## src/rtl/core/fnd_pkg.sv

```systemverilog
// Shared widths, band table, lane types and division step for the
// frac-N divider calculator. No dependencies.
`timescale 1ns / 1ps

package fnd_pkg;

  localparam int PFD_W    = 28;
  localparam int MOD_W    = 12;
  localparam int FREQ_W   = 33;
  localparam int E_W      = 3;
  localparam int DINT_W   = 16;
  localparam int SCALED_W = 40;
  localparam int DIV_W    = PFD_W + 1;   // partial remainder / divisor width
  localparam int PROD_W   = PFD_W + MOD_W;
  localparam int NUM_W    = PROD_W + 1;
  localparam int CFG_IDX_W = 1;

  localparam int INT_STAGES  = DINT_W / 2;  // two quotient bits per stage
  localparam int FRAC_STAGES = MOD_W / 2;
  localparam int FRAC_LAT    = FRAC_STAGES + 2;

  localparam int NUM_BANDS = 7;

  localparam logic [CFG_IDX_W-1:0] REG_PFD_HZ  = 1'b0;
  localparam logic [CFG_IDX_W-1:0] REG_MODULUS = 1'b1;

  localparam logic [PFD_W-1:0]  PFD_RESET = 28'd10000000;
  localparam logic [MOD_W-1:0]  MOD_RESET = 12'd4000;
  localparam logic [DINT_W-1:0] DINT_MAX  = 16'hFFFF;

  localparam logic [FREQ_W-1:0] BAND_FLOOR [NUM_BANDS] = '{
    33'd3000000000, 33'd1500000000, 33'd750000000, 33'd375000000,
    33'd187500000,  33'd93750000,   33'd46875000
  };

  typedef struct packed {
    logic [DIV_W-1:0]  rem;
    logic [DINT_W-1:0] low;
    logic [DINT_W-1:0] quo;
    logic [E_W-1:0]    e;
    logic              ovf;
  } int_lane_t;

  typedef struct packed {
    logic [DIV_W-1:0] rem;
    logic [MOD_W-1:0] low;
    logic [MOD_W-1:0] quo;
  } frac_lane_t;

  typedef struct packed {
    logic [DINT_W-1:0] quo;
    logic [E_W-1:0]    e;
    logic              ovf;
  } side_t;

  typedef struct packed {
    logic en;
    logic valid;
  } frac_ctrl_t;

  // one restoring step: returns {quotient bit, new remainder}
  function automatic logic [DIV_W:0] div_step(input logic [DIV_W-1:0] rem,
                                              input logic b,
                                              input logic [DIV_W-1:0] d);
    logic [DIV_W:0] t;
    logic [DIV_W:0] diff;
    t    = {rem, b};
    diff = t - {1'b0, d};
    if (t >= {1'b0, d}) begin
      return {1'b1, diff[DIV_W-1:0]};
    end else begin
      return {1'b0, t[DIV_W-1:0]};
    end
  endfunction

endpackage

```

## src/rtl/core/fnd_frac_unit.sv

```systemverilog
// Fraction numerator pipeline: remainder times modulus, then a pipelined
// round-half-up division by the phase detector frequency. Uses fnd_pkg.
`timescale 1ns / 1ps

module fnd_frac_unit import fnd_pkg::*; (
  input  logic              clk_i,
  input  logic              rst_ni,
  input  frac_ctrl_t        ctrl_i,
  input  logic [DIV_W-1:0]  rem_i,
  input  logic [PFD_W-1:0]  pfd_i,
  input  logic [MOD_W-1:0]  mod_i,
  output logic              valid_o,
  output logic [MOD_W-1:0]  num_o
);

  logic [PROD_W-1:0] prod_q;
  logic              prod_vld_q;
  logic [NUM_W-1:0]  n_sum;
  logic [DIV_W-1:0]  dvsr;

  frac_lane_t lane_q   [FRAC_STAGES+1];
  logic       lvld_q   [FRAC_STAGES+1];

  assign dvsr  = {pfd_i, 1'b0};
  assign n_sum = {prod_q, 1'b0} + NUM_W'(pfd_i);

  always_ff @(posedge clk_i or negedge rst_ni) begin
    if (!rst_ni) begin
      prod_vld_q <= 1'b0;
      lvld_q[0]  <= 1'b0;
    end else if (ctrl_i.en) begin
      prod_vld_q <= ctrl_i.valid;
      lvld_q[0]  <= prod_vld_q;
    end
  end

  always_ff @(posedge clk_i) begin
    if (ctrl_i.en) begin
      prod_q        <= rem_i[PFD_W-1:0] * mod_i;
      lane_q[0].rem <= n_sum[NUM_W-1 -: DIV_W];
      lane_q[0].low <= n_sum[MOD_W-1:0];
      lane_q[0].quo <= '0;
    end
  end

  for (genvar k = 0; k < FRAC_STAGES; k++) begin : g_fdiv
    logic [DIV_W:0] s1;
    logic [DIV_W:0] s2;
    frac_lane_t     nxt;

    always_comb begin
      s1 = div_step(lane_q[k].rem, lane_q[k].low[MOD_W-1], dvsr);
      s2 = div_step(s1[DIV_W-1:0], lane_q[k].low[MOD_W-2], dvsr);
      nxt.rem = s2[DIV_W-1:0];
      nxt.low = {lane_q[k].low[MOD_W-3:0], 2'b00};
      nxt.quo = {lane_q[k].quo[MOD_W-3:0], s1[DIV_W], s2[DIV_W]};
    end

    always_ff @(posedge clk_i or negedge rst_ni) begin
      if (!rst_ni) begin
        lvld_q[k+1] <= 1'b0;
      end else if (ctrl_i.en) begin
        lvld_q[k+1] <= lvld_q[k];
      end
    end

    always_ff @(posedge clk_i) begin
      if (ctrl_i.en) begin
        lane_q[k+1] <= nxt;
      end
    end
  end

  assign valid_o = lvld_q[FRAC_STAGES];
  assign num_o   = lane_q[FRAC_STAGES].quo;

endmodule

```

## src/rtl/core/frac_n_divider_calculator.sv

```systemverilog
// Top level of the frac-N divider calculator: band select, overflow test,
// pipelined integer division, fraction path and output stage. Uses fnd_pkg, fnd_frac_unit.
`timescale 1ns / 1ps

// Usage:
//   Config: cfg_we_i writes cfg_wdata_i into register cfg_idx_i at once
//   (0 = pfd_hz, 1 = modulus). Write only while no word is in flight.
//   Input: one freq_hz word per valid/ready handshake.
//   Output: divider_integer, fraction_numerator, output_divider_log2 and
//   overflow, one word per input word, in order.
//   Pipeline from accept to out_valid_o: band select and shift, overflow
//   compare, integer division at two quotient bits per stage, multiply,
//   rounding sum, fraction division at two bits per stage, carry/saturate.
//   Throughput: one word per cycle unless stalled; all stages registered.
//   Stall: the whole pipeline holds while out_valid_o is high and
//   out_ready_i is low; in_ready_o drops in that case, nothing is lost.
//   Reset: valid bits clear, pfd_hz returns to 10 MHz, modulus to 4000.

module frac_n_divider_calculator import fnd_pkg::*; (
  input  logic                 clk_i,
  input  logic                 rst_ni,
  input  logic                 cfg_we_i,
  input  logic [CFG_IDX_W-1:0] cfg_idx_i,
  input  logic [PFD_W-1:0]     cfg_wdata_i,
  input  logic                 in_valid_i,
  output logic                 in_ready_o,
  input  logic [FREQ_W-1:0]    freq_hz_i,
  output logic                 out_valid_o,
  input  logic                 out_ready_i,
  output logic [DINT_W-1:0]    divider_integer_o,
  output logic [MOD_W-1:0]     fraction_numerator_o,
  output logic [E_W-1:0]       output_divider_log2_o,
  output logic                 overflow_o
);

  logic [PFD_W-1:0] pfd_q;
  logic [MOD_W-1:0] mod_q;
  logic [PFD_W-1:0] pfd_eff;
  logic             en;

  always_ff @(posedge clk_i or negedge rst_ni) begin
    if (!rst_ni) begin
      pfd_q <= PFD_RESET;
      mod_q <= MOD_RESET;
    end else if (cfg_we_i) begin
      case (cfg_idx_i)
        REG_PFD_HZ:  pfd_q <= cfg_wdata_i;
        REG_MODULUS: mod_q <= cfg_wdata_i[MOD_W-1:0];
        default: ;
      endcase
    end
  end

  assign pfd_eff    = (pfd_q == '0) ? PFD_W'(1) : pfd_q;
  assign en         = !out_valid_o || out_ready_i;
  assign in_ready_o = en;

  // stage A: band select and shift
  logic [E_W-1:0]      band;
  logic [SCALED_W-1:0] scaled_q;
  logic [E_W-1:0]      ea_q;
  logic                va_q;

  always_comb begin
    band = E_W'(NUM_BANDS);
    for (int k = NUM_BANDS - 1; k >= 0; k--) begin
      if (freq_hz_i >= BAND_FLOOR[k]) band = E_W'(k);
    end
  end

  always_ff @(posedge clk_i or negedge rst_ni) begin
    if (!rst_ni) begin
      va_q <= 1'b0;
    end else if (en) begin
      va_q <= in_valid_i;
    end
  end

  always_ff @(posedge clk_i) begin
    if (en) begin
      scaled_q <= SCALED_W'(freq_hz_i) << band;
      ea_q     <= band;
    end
  end

  // stage B: quotient fits 16 bits unless scaled >= pfd * 2^16
  int_lane_t lane_q [INT_STAGES+1];
  logic      lvld_q [INT_STAGES+1];
  logic      ovf_b;
  logic [DIV_W-1:0] dvsr;

  assign dvsr  = {1'b0, pfd_eff};
  assign ovf_b = {(PFD_W + DINT_W - SCALED_W)'(0), scaled_q} >= {pfd_eff, DINT_W'(0)};

  always_ff @(posedge clk_i or negedge rst_ni) begin
    if (!rst_ni) begin
      lvld_q[0] <= 1'b0;
    end else if (en) begin
      lvld_q[0] <= va_q;
    end
  end

  always_ff @(posedge clk_i) begin
    if (en) begin
      lane_q[0].rem <= DIV_W'(scaled_q[SCALED_W-1:DINT_W]);
      lane_q[0].low <= scaled_q[DINT_W-1:0];
      lane_q[0].quo <= '0;
      lane_q[0].e   <= ea_q;
      lane_q[0].ovf <= ovf_b;
    end
  end

  // integer division, two bits per stage; remainder stays below pfd unless ovf is set
  for (genvar k = 0; k < INT_STAGES; k++) begin : g_idiv
    logic [DIV_W:0] s1;
    logic [DIV_W:0] s2;
    int_lane_t      nxt;

    always_comb begin
      s1 = div_step(lane_q[k].rem, lane_q[k].low[DINT_W-1], dvsr);
      s2 = div_step(s1[DIV_W-1:0], lane_q[k].low[DINT_W-2], dvsr);
      nxt.rem = s2[DIV_W-1:0];
      nxt.low = {lane_q[k].low[DINT_W-3:0], 2'b00};
      nxt.quo = {lane_q[k].quo[DINT_W-3:0], s1[DIV_W], s2[DIV_W]};
      nxt.e   = lane_q[k].e;
      nxt.ovf = lane_q[k].ovf;
    end

    always_ff @(posedge clk_i or negedge rst_ni) begin
      if (!rst_ni) begin
        lvld_q[k+1] <= 1'b0;
      end else if (en) begin
        lvld_q[k+1] <= lvld_q[k];
      end
    end

    always_ff @(posedge clk_i) begin
      if (en) begin
        lane_q[k+1] <= nxt;
      end
    end
  end

  // fraction path, with the integer result delayed alongside
  frac_ctrl_t       fctrl;
  logic             fvalid;
  logic [MOD_W-1:0] fnum;
  side_t            side_q [FRAC_LAT];

  assign fctrl.en    = en;
  assign fctrl.valid = lvld_q[INT_STAGES];

  fnd_frac_unit u_frac (
    .clk_i   (clk_i),
    .rst_ni  (rst_ni),
    .ctrl_i  (fctrl),
    .rem_i   (lane_q[INT_STAGES].rem),
    .pfd_i   (pfd_eff),
    .mod_i   (mod_q),
    .valid_o (fvalid),
    .num_o   (fnum)
  );

  always_ff @(posedge clk_i) begin
    if (en) begin
      side_q[0].quo <= lane_q[INT_STAGES].quo;
      side_q[0].e   <= lane_q[INT_STAGES].e;
      side_q[0].ovf <= lane_q[INT_STAGES].ovf;
      for (int k = 1; k < FRAC_LAT; k++) begin
        side_q[k] <= side_q[k-1];
      end
    end
  end

  // output stage: carry of a numerator that rounded up to the modulus,
  // then saturation
  side_t             last;
  logic              carry;
  logic [DINT_W:0]   q_sum;
  logic [DINT_W-1:0] dint_d;
  logic [MOD_W-1:0]  num_d;
  logic              ovf_d;
  logic              out_valid_q;
  logic [DINT_W-1:0] dint_q;
  logic [MOD_W-1:0]  num_q;
  logic [E_W-1:0]    e_q;
  logic              ovf_q;

  assign last = side_q[FRAC_LAT-1];

  always_comb begin
    carry  = (mod_q != '0) && (fnum >= mod_q);
    num_d  = (mod_q == '0 || carry) ? '0 : fnum;
    q_sum  = {1'b0, last.quo} + (DINT_W + 1)'(carry);
    dint_d = q_sum[DINT_W-1:0];
    ovf_d  = last.ovf || q_sum[DINT_W];
    if (ovf_d) begin
      dint_d = DINT_MAX;
      num_d  = '0;
    end
  end

  always_ff @(posedge clk_i or negedge rst_ni) begin
    if (!rst_ni) begin
      out_valid_q <= 1'b0;
    end else if (en) begin
      out_valid_q <= fvalid;
    end
  end

  always_ff @(posedge clk_i) begin
    if (en) begin
      dint_q <= dint_d;
      num_q  <= num_d;
      e_q    <= last.e;
      ovf_q  <= ovf_d;
    end
  end

  assign out_valid_o           = out_valid_q;
  assign divider_integer_o     = dint_q;
  assign fraction_numerator_o  = num_q;
  assign output_divider_log2_o = e_q;
  assign overflow_o            = ovf_q;

endmodule

```

## config.mk

```make
export PLATFORM = sky130hd
export DESIGN_NAME = frac_n_divider_calculator
export DESIGN_NICKNAME = d
export VERILOG_FILES = /design/src/rtl/core/fnd_pkg.sv /design/src/rtl/core/fnd_frac_unit.sv /design/src/rtl/core/frac_n_divider_calculator.sv
export SDC_FILE = /design/constraint.sdc
export NUM_CORES = 2
export LEC_CHECK = 0
export BUFFER_PORTS_ARGS = -buffer_cell sky130_fd_sc_hd__buf_4
export CORE_MARGIN = 4
export CORE_UTILIZATION = 45
export CTS_BUF_LIST = sky130_fd_sc_hd__clkbuf_4
export CTS_CLUSTER_DIAMETER = 50
export DETAILED_ROUTE_END_ITERATION = 8
export MAX_ROUTING_LAYER = met4
export SYNTH_ARGS = -nofsm -noshare
export SYNTH_HDL_FRONTEND = slang
export SYNTH_HIERARCHICAL = 1
export SYNTH_SLANG_ARGS = --single-unit
```

## constraint.sdc

```tcl
create_clock -name clk_i -period 52.3 [get_ports clk_i]
set_input_delay 13.075 -clock clk_i [delete_from_list [all_inputs] [get_ports clk_i]]
set_output_delay 13.075 -clock clk_i [all_outputs]
set_load 0.005 [all_outputs]
```

==> flow_metrics.tcl <==
set metrics [dict create \
    num_rows 166 \
    drt_iter0_markers 5834 \
    ios 101 \
    rr_endpoint "lane_q[0][231]" \
    grt_first_pass_wirelength_um 422000 \
    fin_crit_sh 0.522 \
    cp_top_family "buffers and inverters" \
    stdcell_count 12599 \
    path_max_fanout 93 \
    period_minus_slack_ns 27.32 \
    detail-route-antenna-nets 0 \
    vias 74016 \
    r2r_slack_ns 42.30 \
    post-place-cells 12094 \
    max_freq_mhz 36.6 \
    finalSetupTns_ns 0 \
    drc 0 \
    hold_viol 0 \
    cts_setup_buffers 0 \
    clock_latency_ns 1.37 \
    clk_pin_slew_ns 0.07 \
    cts_tree "done" \
    die_w_um 462 \
    ctsHoldBuffers 0 \
    grt.busiest_layer "met2" \
    first_pass_iters 6 \
    synthToLayoutAreaGrowth_pct 8.11 \
    clock_skew_ns 0.115 \
    maxCapViolCount 0 \
    met1_usage 0.345 \
    crit_chain "buf_4 > nor2b_1 > buf_4 > inv_8 > buf_4" \
    core_um2 205000 \
    fill_cells 19178 \
    min-delay-start "lane_q[0][304]" \
    finalMaxSlewViolations 0 \
    place_congestion 0.931 \
    routedWlPerCell_um 22.0 \
    antenna_found_initial 8 \
    syn_avg_cell_area_um2 9.80 \
    worstHoldPathCells 0 \
    critPathCaptureType "output port" \
    root_buffer "clkbuf_4" \
    yosysWarnings 6 \
    timing.rr.start "pfd_q[25]" \
    cts-resized-gates 0 \
    hp-class "reg2reg" \
    die_y_um 462 \
    required_ns 39.23 \
    track_usage 0.263 \
    initial_core_util 0.452 \
    routed_wirelength_um 277000 \
    die-area_um2 213000 \
    grt_pass1_vias 71989 \
    drive_above_1_share 0.129 \
    fin_nets 10992 \
    cts_max_path_buffers 4 \
    setup_viol_count_final 0 \
    grt_start_max_net_pins 172 \
    cp_slowest_cell "inv_8" \
    worstMarginPinSlew_ns 1.05 \
    htreeDepth 5 \
    cp_slowest_stage_delay_ns 0.48 \
    cts_made_buffers 305 \
    outcome "complete, no violations" \
    cp-start-kind "primary input" \
    min_to "lane_q[0][369]" \
    rsz0062_at_grt "no" \
    grt_overflow_total 0 \
    cts_sinks 1027 \
    grt_use_met2 0.407 \
    worstSetupPathType "in2out" \
    slew_headroom 0.298 \
    viasPerCell 5.87 \
    io_buffers 100 \
    cp_common_cell "buf_4" \
    netlist_area_um2 92600 \
    hpwl_um 209000 \
    cp_num_buf_inv 4 \
    arrival_ns 14.24 \
    r2r_cells 29 \
    syn_inst 9452 \
    met3_usage 0.0403 \
    utilization 0.489 \
]
[how the worst max path moves through the flow]
stage / cells after the start / endpoint / start / slack [ns]
after global routing: 5 / in_ready_o / out_ready_i / 24.90
after global placement: 5 / in_ready_o / out_ready_i / 24.94
after detailed placement: 5 / in_ready_o / out_ready_i / 24.96
after floorplan: 3 / in_ready_o / out_ready_i / 7.26
final: 5 / in_ready_o / out_ready_i / 24.98
after CTS: 5 / in_ready_o / out_ready_i / 24.95
[registers in the layout, summed over array words and instances (netlist names)]
signal                 count
u_frac/prod_vld_q          1
u_frac/prod_q             40
side_q                   160
lvld_q                     8
output_divider_log2_o      3
mod_q                     12
va_q                       1
pfd_q                     28
u_frac/lane_q            258
divider_integer_o         16
scaled_q                  40
u_frac/lvld_q              6
fctrl                      1
fraction_numerator_o      12
out_valid_o                1
ea_q                       3
overflow_o                 1
u_frac/valid_o             1
lane_q                   435
[through the flow]
stage / setup WS, ns / area [µm²] / hold WS [ns]
floorplan: 7.26 / 92700 / 0.400
global placement: 24.94 / 96600 / 0.400
detailed placement: 24.96 / 96600 / 0.405
CTS: 24.95 / 100000 / 0.380
global route: 24.90 / 100000 / 0.391
finish: 24.98 / 100000 / 0.381
[placed cells by master, fill, tap and decap left out, drive strengths merged, types with 28 or more instances in the layout]
| cell type | count |
|---|---|
| a211oi | 83 |
| a21o | 411 |
| a21oi | 784 |
| a31oi | 77 |
| and2 | 144 |
| and3 | 86 |
| and4 | 28 |
| buf | 229 |
| clkbuf | 416 |
| clkinv | 66 |
| dfrtp | 45 |
| edfxtp | 968 |
| fa | 288 |
| ha | 924 |
| inv | 625 |
| mux2 | 519 |
| mux2i | 94 |
| nand2 | 848 |
| nand2b | 95 |
| nand3 | 146 |
| nand4 | 119 |
| nor2 | 536 |
| nor2b | 105 |
| nor3 | 128 |
| nor4 | 46 |
| o211ai | 44 |
| o21a | 113 |
| o21ai | 563 |
| o21bai | 88 |
| o31ai | 43 |
| or2 | 35 |
| or3 | 31 |
| xnor2 | 473 |
| xor2 | 231 |
[final cells by class]
cell class	instances	area, µm²	area share
inverters	619	2330	0.0233
repair buffers	229	1740	0.0174
multi-input cells	7531	58600	0.585
flip-flops and latches	1027	30600	0.305
well taps	2688	3360	0.0336
clock inverters	76	387	0.00386
diodes	13	32.5	0.000325
clock buffers	416	3120	0.0312
[metal layers]
metal	share of wire	vias to the layer above	wire, µm
met1	0.45	35730	124000
li1	-	35404	-
met2	0.45	2327	125000
met3	0.059	555	16400
met5	0	-	0
met4	0.045	0	12600
Power is left out: the tool's default activity adds up to more than one toggle a clock period on the data nets, which glitch-free logic cannot reach.
